File: src/sv/rr3_pkg.sv
// Shared types, constants and digit helpers for the square repacker.
package rr3_pkg;

  localparam int GROUP_SQUARES = 20;
  localparam int SQ_BITS       = 2 * GROUP_SQUARES;
  localparam int R2_BYTES      = 5;
  localparam int R3_BYTES      = 4;
  localparam int R3_PER_BYTE   = 5;
  localparam int RR3_QDEPTH    = 2;

  localparam logic DIR_ENC = 1'b0;
  localparam logic DIR_DEC = 1'b1;

  localparam logic [2:0] ENC_LAST_POS = 3'(R2_BYTES - 1);
  localparam logic [2:0] DEC_LAST_POS = 3'(R3_BYTES - 1);

  localparam logic [7:0] TRIT_WEIGHT [R3_PER_BYTE] = '{8'd1, 8'd3, 8'd9, 8'd27, 8'd81};

  // One completed group of squares, tagged with the direction it was collected in.
  typedef struct packed {
    logic               dir;
    logic [SQ_BITS-1:0] squares;
  } rr3_grp_t;

  // Base-3 digits of a byte, digit k at bits 2k+1..2k. x/3 == (x*171)>>9 for 8-bit x.
  function automatic logic [2*R3_PER_BYTE-1:0] rr3_trits(input logic [7:0] b);
    logic [7:0]               v;
    logic [15:0]              p;
    logic [7:0]               q;
    logic [2*R3_PER_BYTE-1:0] d;
    v = b;
    d = '0;
    for (int k = 0; k < R3_PER_BYTE; k++) begin
      p = 16'(v) * 16'd171;
      q = {1'b0, p[15:9]};
      d[2*k +: 2] = 2'(v - 8'(q * 8'd3));
      v = q;
    end
    return d;
  endfunction

  // Weighted sum of five squares, wrapping mod 256.
  function automatic logic [7:0] rr3_pack3(input logic [2*R3_PER_BYTE-1:0] s);
    logic [7:0] acc;
    acc = '0;
    for (int k = 0; k < R3_PER_BYTE; k++) begin
      acc = acc + 8'({6'b0, s[2*k +: 2]} * TRIT_WEIGHT[k]);
    end
    return acc;
  endfunction

endpackage

File: src/sv/rr3_front.sv
// Front end: takes input bytes, unpacks them into squares and hands off full groups.
module rr3_front
  import rr3_pkg::*;
(
  input  logic     clk,
  input  logic     rst_n,
  input  logic     cfg_valid,
  input  logic     cfg_direction,
  input  logic     in_push,
  input  logic     [7:0] in_byte,
  output logic     in_full,
  input  logic     gq_full,
  output logic     gq_push,
  output rr3_grp_t gq_data
);

  logic               dir_r;
  logic [2:0]         pos_r, pos_nxt;
  logic [SQ_BITS-1:0] sq_r, sq_nxt;
  logic               pos_last;
  logic               accept;
  logic [5:0]         base10;

  assign pos_last = (dir_r == DIR_DEC) ? (pos_r == DEC_LAST_POS) : (pos_r == ENC_LAST_POS);
  // only the group-completing byte needs room in the queue
  assign in_full  = gq_full && pos_last;
  assign accept   = in_push && !in_full;
  assign base10   = {3'b0, pos_r} * 6'd10;

  always_comb begin
    sq_nxt = sq_r;
    if (dir_r == DIR_DEC) begin
      sq_nxt[base10 +: 2*R3_PER_BYTE] = rr3_trits(in_byte);
    end else begin
      sq_nxt[{pos_r, 3'b000} +: 8] = in_byte;
    end
  end

  always_comb begin
    pos_nxt = pos_r;
    if (cfg_valid) begin
      pos_nxt = '0;
    end else if (accept) begin
      pos_nxt = pos_last ? 3'd0 : pos_r + 3'd1;
    end
  end

  assign gq_push         = accept && pos_last;
  assign gq_data.dir     = dir_r;
  assign gq_data.squares = sq_nxt;

  always_ff @(posedge clk) begin
    if (!rst_n) begin
      dir_r <= DIR_ENC;
      pos_r <= '0;
    end else begin
      pos_r <= pos_nxt;
      if (cfg_valid) begin
        dir_r <= cfg_direction;
      end
    end
  end

  always_ff @(posedge clk) begin
    if (accept) begin
      sq_r <= sq_nxt;
    end
  end

endmodule

File: src/sv/rr3_gq.sv
// Small group queue between front and back ends.
module rr3_gq
  import rr3_pkg::*;
#(
  parameter int QDEPTH = RR3_QDEPTH
) (
  input  logic     clk,
  input  logic     rst_n,
  input  logic     push,
  input  rr3_grp_t push_data,
  output logic     full,
  input  logic     pop,
  output logic     nonempty,
  output rr3_grp_t head
);

  localparam int AW = (QDEPTH > 1) ? $clog2(QDEPTH) : 1;
  localparam int CW = $clog2(QDEPTH + 1);

  rr3_grp_t         ent_r [QDEPTH];
  logic [AW-1:0]    wr_ptr_r, rd_ptr_r;
  logic [CW-1:0]    cnt_r;

  function automatic logic [AW-1:0] bump(input logic [AW-1:0] p);
    return (p == AW'(QDEPTH - 1)) ? '0 : p + AW'(1);
  endfunction

  assign full     = (cnt_r == CW'(QDEPTH));
  assign nonempty = (cnt_r != '0);
  assign head     = ent_r[rd_ptr_r];

  always_ff @(posedge clk) begin
    if (!rst_n) begin
      wr_ptr_r <= '0;
      rd_ptr_r <= '0;
      cnt_r    <= '0;
    end else begin
      if (push) begin
        wr_ptr_r <= bump(wr_ptr_r);
      end
      if (pop) begin
        rd_ptr_r <= bump(rd_ptr_r);
      end
      if (push && !pop) begin
        cnt_r <= cnt_r + CW'(1);
      end else if (pop && !push) begin
        cnt_r <= cnt_r - CW'(1);
      end
    end
  end

  always_ff @(posedge clk) begin
    if (push) begin
      ent_r[wr_ptr_r] <= push_data;
    end
  end

endmodule

File: src/sv/rr3_back.sv
// Back end: walks a queued group and emits target-packed bytes into the output register.
module rr3_back
  import rr3_pkg::*;
(
  input  logic     clk,
  input  logic     rst_n,
  input  logic     gq_nonempty,
  input  rr3_grp_t gq_head,
  output logic     gq_pop,
  input  logic     out_pop,
  output logic     out_empty,
  output logic     [7:0] out_byte,
  output logic     out_group_last
);

  logic [2:0] idx_r;
  logic       out_valid_r;
  logic [7:0] out_byte_r;
  logic       out_last_r;
  logic       produce;
  logic       last;
  logic [7:0] byte_nxt;
  logic [5:0] base10;

  assign produce = gq_nonempty && (!out_valid_r || out_pop);
  // decode emits five radix-2 bytes, encode four radix-3 bytes
  assign last    = (gq_head.dir == DIR_DEC) ? (idx_r == ENC_LAST_POS) : (idx_r == DEC_LAST_POS);
  assign base10  = {3'b0, idx_r} * 6'd10;
  assign gq_pop  = produce && last;

  always_comb begin
    if (gq_head.dir == DIR_DEC) begin
      byte_nxt = gq_head.squares[{idx_r, 3'b000} +: 8];
    end else begin
      byte_nxt = rr3_pack3(gq_head.squares[base10 +: 2*R3_PER_BYTE]);
    end
  end

  always_ff @(posedge clk) begin
    if (!rst_n) begin
      idx_r       <= '0;
      out_valid_r <= 1'b0;
    end else begin
      if (produce) begin
        idx_r       <= last ? 3'd0 : idx_r + 3'd1;
        out_valid_r <= 1'b1;
      end else if (out_pop) begin
        out_valid_r <= 1'b0;
      end
    end
  end

  always_ff @(posedge clk) begin
    if (produce) begin
      out_byte_r <= byte_nxt;
      out_last_r <= last;
    end
  end

  assign out_empty      = !out_valid_r;
  assign out_byte       = out_byte_r;
  assign out_group_last = out_last_r;

endmodule

File: src/sv/radix2_radix3_square_repacker.sv
// Repacks 20-square groups between 4-per-byte radix-2 and 5-per-byte radix-3 packings.
// The front end takes one input byte per cycle unless in_full stalls it, and the back
// end emits one result byte per cycle from a registered output slot when out_pop keeps
// it drained, so encode (5 in, 4 out) runs at one input per cycle and decode
// (4 in, 5 out) is held back by the single output port. A completed group is queued
// before its first byte is registered. A direction write discards any partial group.
module radix2_radix3_square_repacker
  import rr3_pkg::*;
#(
  parameter int QDEPTH = RR3_QDEPTH
) (
  input  logic       clk,
  input  logic       rst_n,
  input  logic       cfg_valid,
  output logic       cfg_ready,
  input  logic       cfg_direction,
  input  logic       in_push,
  output logic       in_full,
  input  logic [7:0] in_byte,
  output logic       out_empty,
  input  logic       out_pop,
  output logic [7:0] out_byte,
  output logic       out_group_last
);

  rr3_grp_t gq_data, gq_head;
  logic     gq_push, gq_full, gq_pop, gq_nonempty;

  assign cfg_ready = 1'b1;

  rr3_front u_front (
    .clk           (clk),
    .rst_n         (rst_n),
    .cfg_valid     (cfg_valid),
    .cfg_direction (cfg_direction),
    .in_push       (in_push),
    .in_byte       (in_byte),
    .in_full       (in_full),
    .gq_full       (gq_full),
    .gq_push       (gq_push),
    .gq_data       (gq_data)
  );

  rr3_gq #(.QDEPTH(QDEPTH)) u_gq (
    .clk       (clk),
    .rst_n     (rst_n),
    .push      (gq_push),
    .push_data (gq_data),
    .full      (gq_full),
    .pop       (gq_pop),
    .nonempty  (gq_nonempty),
    .head      (gq_head)
  );

  rr3_back u_back (
    .clk            (clk),
    .rst_n          (rst_n),
    .gq_nonempty    (gq_nonempty),
    .gq_head        (gq_head),
    .gq_pop         (gq_pop),
    .out_pop        (out_pop),
    .out_empty      (out_empty),
    .out_byte       (out_byte),
    .out_group_last (out_group_last)
  );

endmodule

File: config.mk
export PLATFORM = sky130hd
export DESIGN_NAME = radix2_radix3_square_repacker
export DESIGN_NICKNAME = d
export VERILOG_FILES = /design/src/sv/rr3_pkg.sv /design/src/sv/rr3_front.sv /design/src/sv/rr3_gq.sv /design/src/sv/rr3_back.sv /design/src/sv/radix2_radix3_square_repacker.sv
export SDC_FILE = /design/constraint.sdc
export NUM_CORES = 1
export LEC_CHECK = 0
export BUFFER_PORTS_ARGS = -buffer_cell sky130_fd_sc_hd__clkbuf_2
export CORE_UTILIZATION = 50
export DETAILED_ROUTE_END_ITERATION = 8
export PLACE_DENSITY_LB_ADDON = 0.3
export SYNTH_ARGS = -nofsm -noshare
export SYNTH_HDL_FRONTEND = slang
export SYNTH_HIERARCHICAL = 1
export SYNTH_SLANG_ARGS = --single-unit
File: constraint.sdc
create_clock -name clk -period 46.8 [get_ports clk]
set_clock_uncertainty 0.15 [all_clocks]
set_input_delay 2.34 -clock clk [delete_from_list [all_inputs] [get_ports clk]]
set_output_delay 2.34 -clock clk [all_outputs]
set_load 0.02 [all_outputs]
; Word level (Yosys, flattened, before mapping)
; Memory sizes are Yosys's and may differ from the RTL's. A register that Yosys moved wholly into a read port is not among the register bits.
; Index checks and enable logic that the tools add are counted.
[classes]
addsub = 17
multipliers = 16
div_mod_pow = 0
magnitude_cmp = 0
n_eq_ne = 5
shifts = 6
mux = 18
bitwise = 1
n_reduce_logical = 16
[ops]
columns = op, n
row1 = $bwmux W40, 2
row2 = $mux W40, 1
row3 = $shift A10 B8 Y40 const A, 1
row4 = $shift A8 B8 Y40 const A, 1
row5 = $shiftx A10 B8 Y40, 1
row6 = $shiftx A40 B7 Y10, 1
row7 = $shiftx A40 B7 Y8, 1
row8 = $shiftx A8 B8 Y40, 1
row9 = $mul A8 B8 Y16 const B, 1
row10 = $neg A6 Y8, 2
row11 = $mul A7 B8 Y15 const B, 1
row12 = $mul A6 B8 Y14 const B, 1
row13 = $mul A5 B8 Y13 const B, 1
row14 = $mul A4 B8 Y12 const B, 1
row15 = $mul A3 B3 Y5 const B, 2
row16 = $mux W1, 10
row17 = $sub A2 B2 Y2, 5
row18 = $add A8 B6 Y8, 1
row19 = $add A8 B7 Y8, 1
row20 = $add A8 B8 Y8, 1
row21 = $mul A2 B7 Y8 const B, 1
row22 = $mux W8, 1
row23 = $logic_and A1 B1 Y1, 7
row24 = $mul A2 B5 Y7 const B, 1
row25 = 22 further kinds, 33
[word_totals]
regBits = 61
latchBits = 0
mem_bits_rw = 82
romBits = 0
input_bits = 14
word_cells = 90
memories = 1
[mem_list]
columns = memory, words, word_bits, read_ports, rd_ports_with_merged_regs, write_ports, line
row1 = u_gq.ent_r, 2, 41, 1, 1, 1, rr3_gq.sv:20  ; rr3_grp_t ent_r [QDEPTH];

; Longest topological paths before layout
[depth]
depth_word = 10
depth_mapped = 71
depth_no_buf = 71

; By module
; Netlist, hierarchy kept.
[by_module_without_submodules]
columns = module, n_inst, cells_each, area_each_um2
row1 = rr3_front, 1, 881, 7666.1
row2 = rr3_gq, 1, 150, 3180.6
row3 = rr3_back, 1, 275, 2852.7
row4 = radix2_radix3_square_repacker, 1, 2, 11.3

; Worst setup path before layout
; No wires, ideal clock.
[synth_path]
path_type = input to register
start = in in_byte[1]
end = reg u_front.sq_r[35] (data pin)
setup_ns = 0.213
arrival_time_ns = 17.489
required_ns = 46.437
path_slack_ns = 28.948
cell_stages = 66
n_path_buf = 0
cell_sequence = ha_1 fa_1 fa_1 fa_1 ha_1 o21ai_0 nor2_1 a211oi_1 o21a_1 nor3_1 nor2_1 xnor2_1 ha_1 ha_1 inv_1 fa_1 fa_1 inv_1 [30 not listed] nand2b_1 xnor2_1 ha_1 xor2_1 ha_1 a21o_1 ha_1 a21oi_1 a211oi_1 xor2_1 ha_1 xnor2_1 xnor2_1 xnor2_1 or3_1 a21oi_1 o31ai_1 a221oi_1
[synth_lines]
columns = element, line
row1 = "start, declared", radix2_radix3_square_repacker.sv:19  ; input logic [7:0] in_byte,
row2 = "end signal, assigned", rr3_front.sv:66  ; sq_r <= sq_nxt;
row3 = "end, declared", rr3_front.sv:19  ; logic [SQ_BITS-1:0] sq_r, sq_nxt;

==> reports/results.tsv <==
stage	metric	value	unit
yosys	post-synth top area share	28.7	%
sta	Pins Over Slew Limit	0	
yosys	post-synth top area cell	edfxtp_1	
min_path	HP Class	flip-flop to flip-flop	
cts	CTS clk-pin slew, worst paths	70	ps
sta	RSZ-0062 raised after global routing	no	
cells_and_area	fill cell count	2366	
place	gpl congestion	0.999	
cells_and_area	fin area	14700	um2
yosys	async set-or-reset flop fraction in the synthesized netlist	0	%
drt	drt total wl	35200	um
yosys	Mapped Area	13700	um2
cells_and_area	post-route core utilization	54.4	%
yosys	Most used DFF post-synth	edfxtp_1	
die	core footprint	27000	um2
die	Die X	168	um
grt	gr ovfl total	0	
worst_setup_path	startpoint types	primary input	
cts	# resized after CTS	0	
worst_setup_path	Worst setup endpoint	u_gq/ent_r[0][3]	
cts	postcts setup bufs	0	
sta	Hold Vio Cnt, Final	0	
worst_setup_path	reg2reg end	u_back/out_byte[6]	
grt	met1 usage	36.4	%
die	DIE AREA	28100	um2
cells_and_area	Register Area	4200	um2
worst_setup_path	crit path DAT	19800	ps
drt	via/cell ratio	6.39	
sta	Setup TNS	0	ps
worst_setup_path	R2R Setup Slk	40070	ps
sta	Max Clock Freq	50.5	MHz
grt	antenna violations before repair	0	
yosys	number of flops mapped to enable cells by yosys	131	
sta	minimum clock period	19820	ps
grt	number of global-route vias before repair	10200	
flow_run	Max-Cap Viols	0	
sta	period utilization	42.3	%
grt	global-route wire length before repair	56200	um
yosys	Seq/Total Area, Yosys	30.6	%
worst_setup_path	RR Startpoint	u_back/idx_r[0]	
cts	CTS Buf Count	17	
drt	DRT antenna net count	0	
drt	1st-iter DRT viols	1239	
yosys	Distinct cells, synth	91	
cts	CTS sink cnt	144	
place	# placed instances	1622	
grt	gr busiest metal	met2	
cells_and_area	area grow syn2layout	6.89	%
place	DP Area	14100	um2
cells_and_area	# diodes	0	
grt	largest net degree at the start of global routing	71	
yosys	Synth Net Count	1529	
place	half-perimeter wire length after placement	26400	um
drt	via count	10600	
worst_setup_path	Critical Path Fanout Max	12	
cells_and_area	Final Non-Filler Cells	1654	
worst_setup_path	CP startpoint	in_byte[1]	
yosys	Mapped Avg Cell Area	10.5	um2
worst_setup_path	Crit. End Element	flip-flop	
run_status	status	completed	
grt	total track usage	25.8	%
grt	grt met3 use	3.81	%
cells_and_area	multi-input logic area	8870	um2
worst_setup_path	most frequent CP cell	ha_1	
die	die span in y	168	um
drt	drt first pass iters	5	
grt	M2 GR Usage	41.0	%
sta	Worst-Margin Slew	1090	ps
worst_setup_path	Setup CP Type	primary input to flip-flop	
worst_setup_path	critical path data required time	46780	ps
cts	number of hold buffers added after CTS	0	
cells_and_area	layout cells sized above 1	13.7	%
drt	DRC violations left	0	
cts	H-tree depth	4	
yosys	Synth Register Bits	144	
die	row count	60	
yosys	Synth area leaders	edfxtp_1 29%, ha_1 15%, fa_1 6.3%, mux4_2 6.1%, mux2_2 3.8%	
worst_setup_path	Critical Path Max Stage Delay	570	ps
cts	Root Driver	clkbuf_16	
cts	Clock Latency Late Sink	430	ps
worst_setup_path	crit path max-delay cell type	a21oi_1	
die	Top-Level Pins	26	
worst_setup_path	Worst R2R Path Depth	23	
cells_and_area	nets	1521	
yosys	Post-Syn Instances	1308	
yosys	Syn. warnings	6	
sta	endpoints failing setup	0	
place	port bufs	24	
cts	CTS Buffer Depth	2	
cts	TritonCTS clock tree	yes	
drt	DR WL/cell	21.3	um
die	Starting Density	50.9	%
sta	Worst slew margin	27.0	%
-- per-stage QoR --
step           hold slack (ps)  setup WS [ps]
2_1_floorplan              311          28950
3_3_place_gp               326          27300
3_5_place_dp               347          26800
4_1_cts                    356          27160
5_1_grt                    402          25590
6_report                   353          26980
-- cells in the mapped netlist (8+ instances only) --
cell type	n
ha_1	164
o211ai_1	15
nand2b_1	12
a21oi_1	64
nand2_1	94
edfxtp_1	131
and2_1	11
o22ai_1	12
dfxtp_1	13
nand3_1	18
clkbuf_1	35
xor2_1	20
a211oi_1	32
o21ai_0	52
a31oi_1	17
nor2b_1	15
mux2i_1	40
nor2_1	89
mux2_2	46
nand4_1	8
buf_2	17
o31ai_1	10
mux4_2	37
inv_1	93
nor3_1	27
xnor2_1	32
a21o_1	16
fa_1	43
-- per-layer routing --
metal / vias up / share of wire (%)
met2: 510 / 46
met4: 0 / 2.4
met1: 5096 / 44
met5: - / 0
li1: 4897 / -
met3: 63 / 7.6
-- sequential cells by signal (all words and copies together), names as in the netlist, named ones only --
| name | flops |
|---|---|
| u_back/idx_r | 3 |
| u_front/dir_r | 1 |
| u_gq/rd_ptr_r | 1 |
| u_gq/wr_ptr_r | 1 |
| u_back/out_group_last | 1 |
| u_back/out_valid_r | 1 |
| u_front/pos_r | 3 |
| u_gq/cnt_r | 2 |
| u_back/out_byte | 8 |
| u_front/sq_r | 40 |
| u_gq/ent_r | 82 |
-- final cells by class --
class | instances | share of cell area [%]
timing repair buffer | 35 | 1.38
multi-input combinational | 1007 | 60.5
clock inverter | 15 | 1.17
inverter | 95 | 2.43
tap | 341 | 2.91
sequential | 144 | 28.7
clock buffer | 17 | 2.90
-- worst max-delay path: cells and delay by family --
family | cells | cell delay, ps
adders and majority gates | 22 | 7920
buffers and inverters | 5 | 420
xor gates and xnor gates | 9 | 2050
AOI/OAI and AO/OA | 20 | 5450
and+or+nand+nor | 9 | 1560
-- cells in the final DEF, fill, tap and decap left out, drive strengths merged, types with 15 or more instances in the layout --
| master | count |
|---|---|
| a211oi | 34 |
| a21o | 16 |
| a21oi | 64 |
| a31oi | 17 |
| clkbuf | 41 |
| edfxtp | 131 |
| fa | 43 |
| ha | 164 |
| inv | 103 |
| mux2 | 49 |
| mux2i | 40 |
| mux4 | 39 |
| nand2 | 94 |
| nand3 | 18 |
| nor2 | 89 |
| nor2b | 15 |
| nor3 | 30 |
| o211ai | 15 |
| o21ai | 57 |
| xnor2 | 35 |
| xor2 | 20 |
-- cell families after synthesis --
logic type,share of synthesized area [%]
compound gates,14.6
flops,30.6
xor+xnor,3.68
mux,13.4
fa+ha+maj,21.2
buf+inv,4.75
other cells,0.0274
simple gates,11.7
-- worst min-delay path by stage --
stage          cells after the start  slack [ps]           from            end
3_5_place_dp                       2         350  u_gq/cnt_r[1]  u_gq/cnt_r[1]
6_report                           2         350  u_gq/cnt_r[1]  u_gq/cnt_r[1]
5_1_grt                            2         400  u_gq/cnt_r[1]  u_gq/cnt_r[1]
2_1_floorplan                      2         310  u_gq/cnt_r[1]  u_gq/cnt_r[1]
3_3_place_gp                       2         330  u_gq/cnt_r[1]  u_gq/cnt_r[1]
4_1_cts                            2         360  u_gq/cnt_r[1]  u_gq/cnt_r[1]
Power is left out: the tool's default activity adds up to more than one toggle a clock period on the data nets, which glitch-free logic cannot reach.
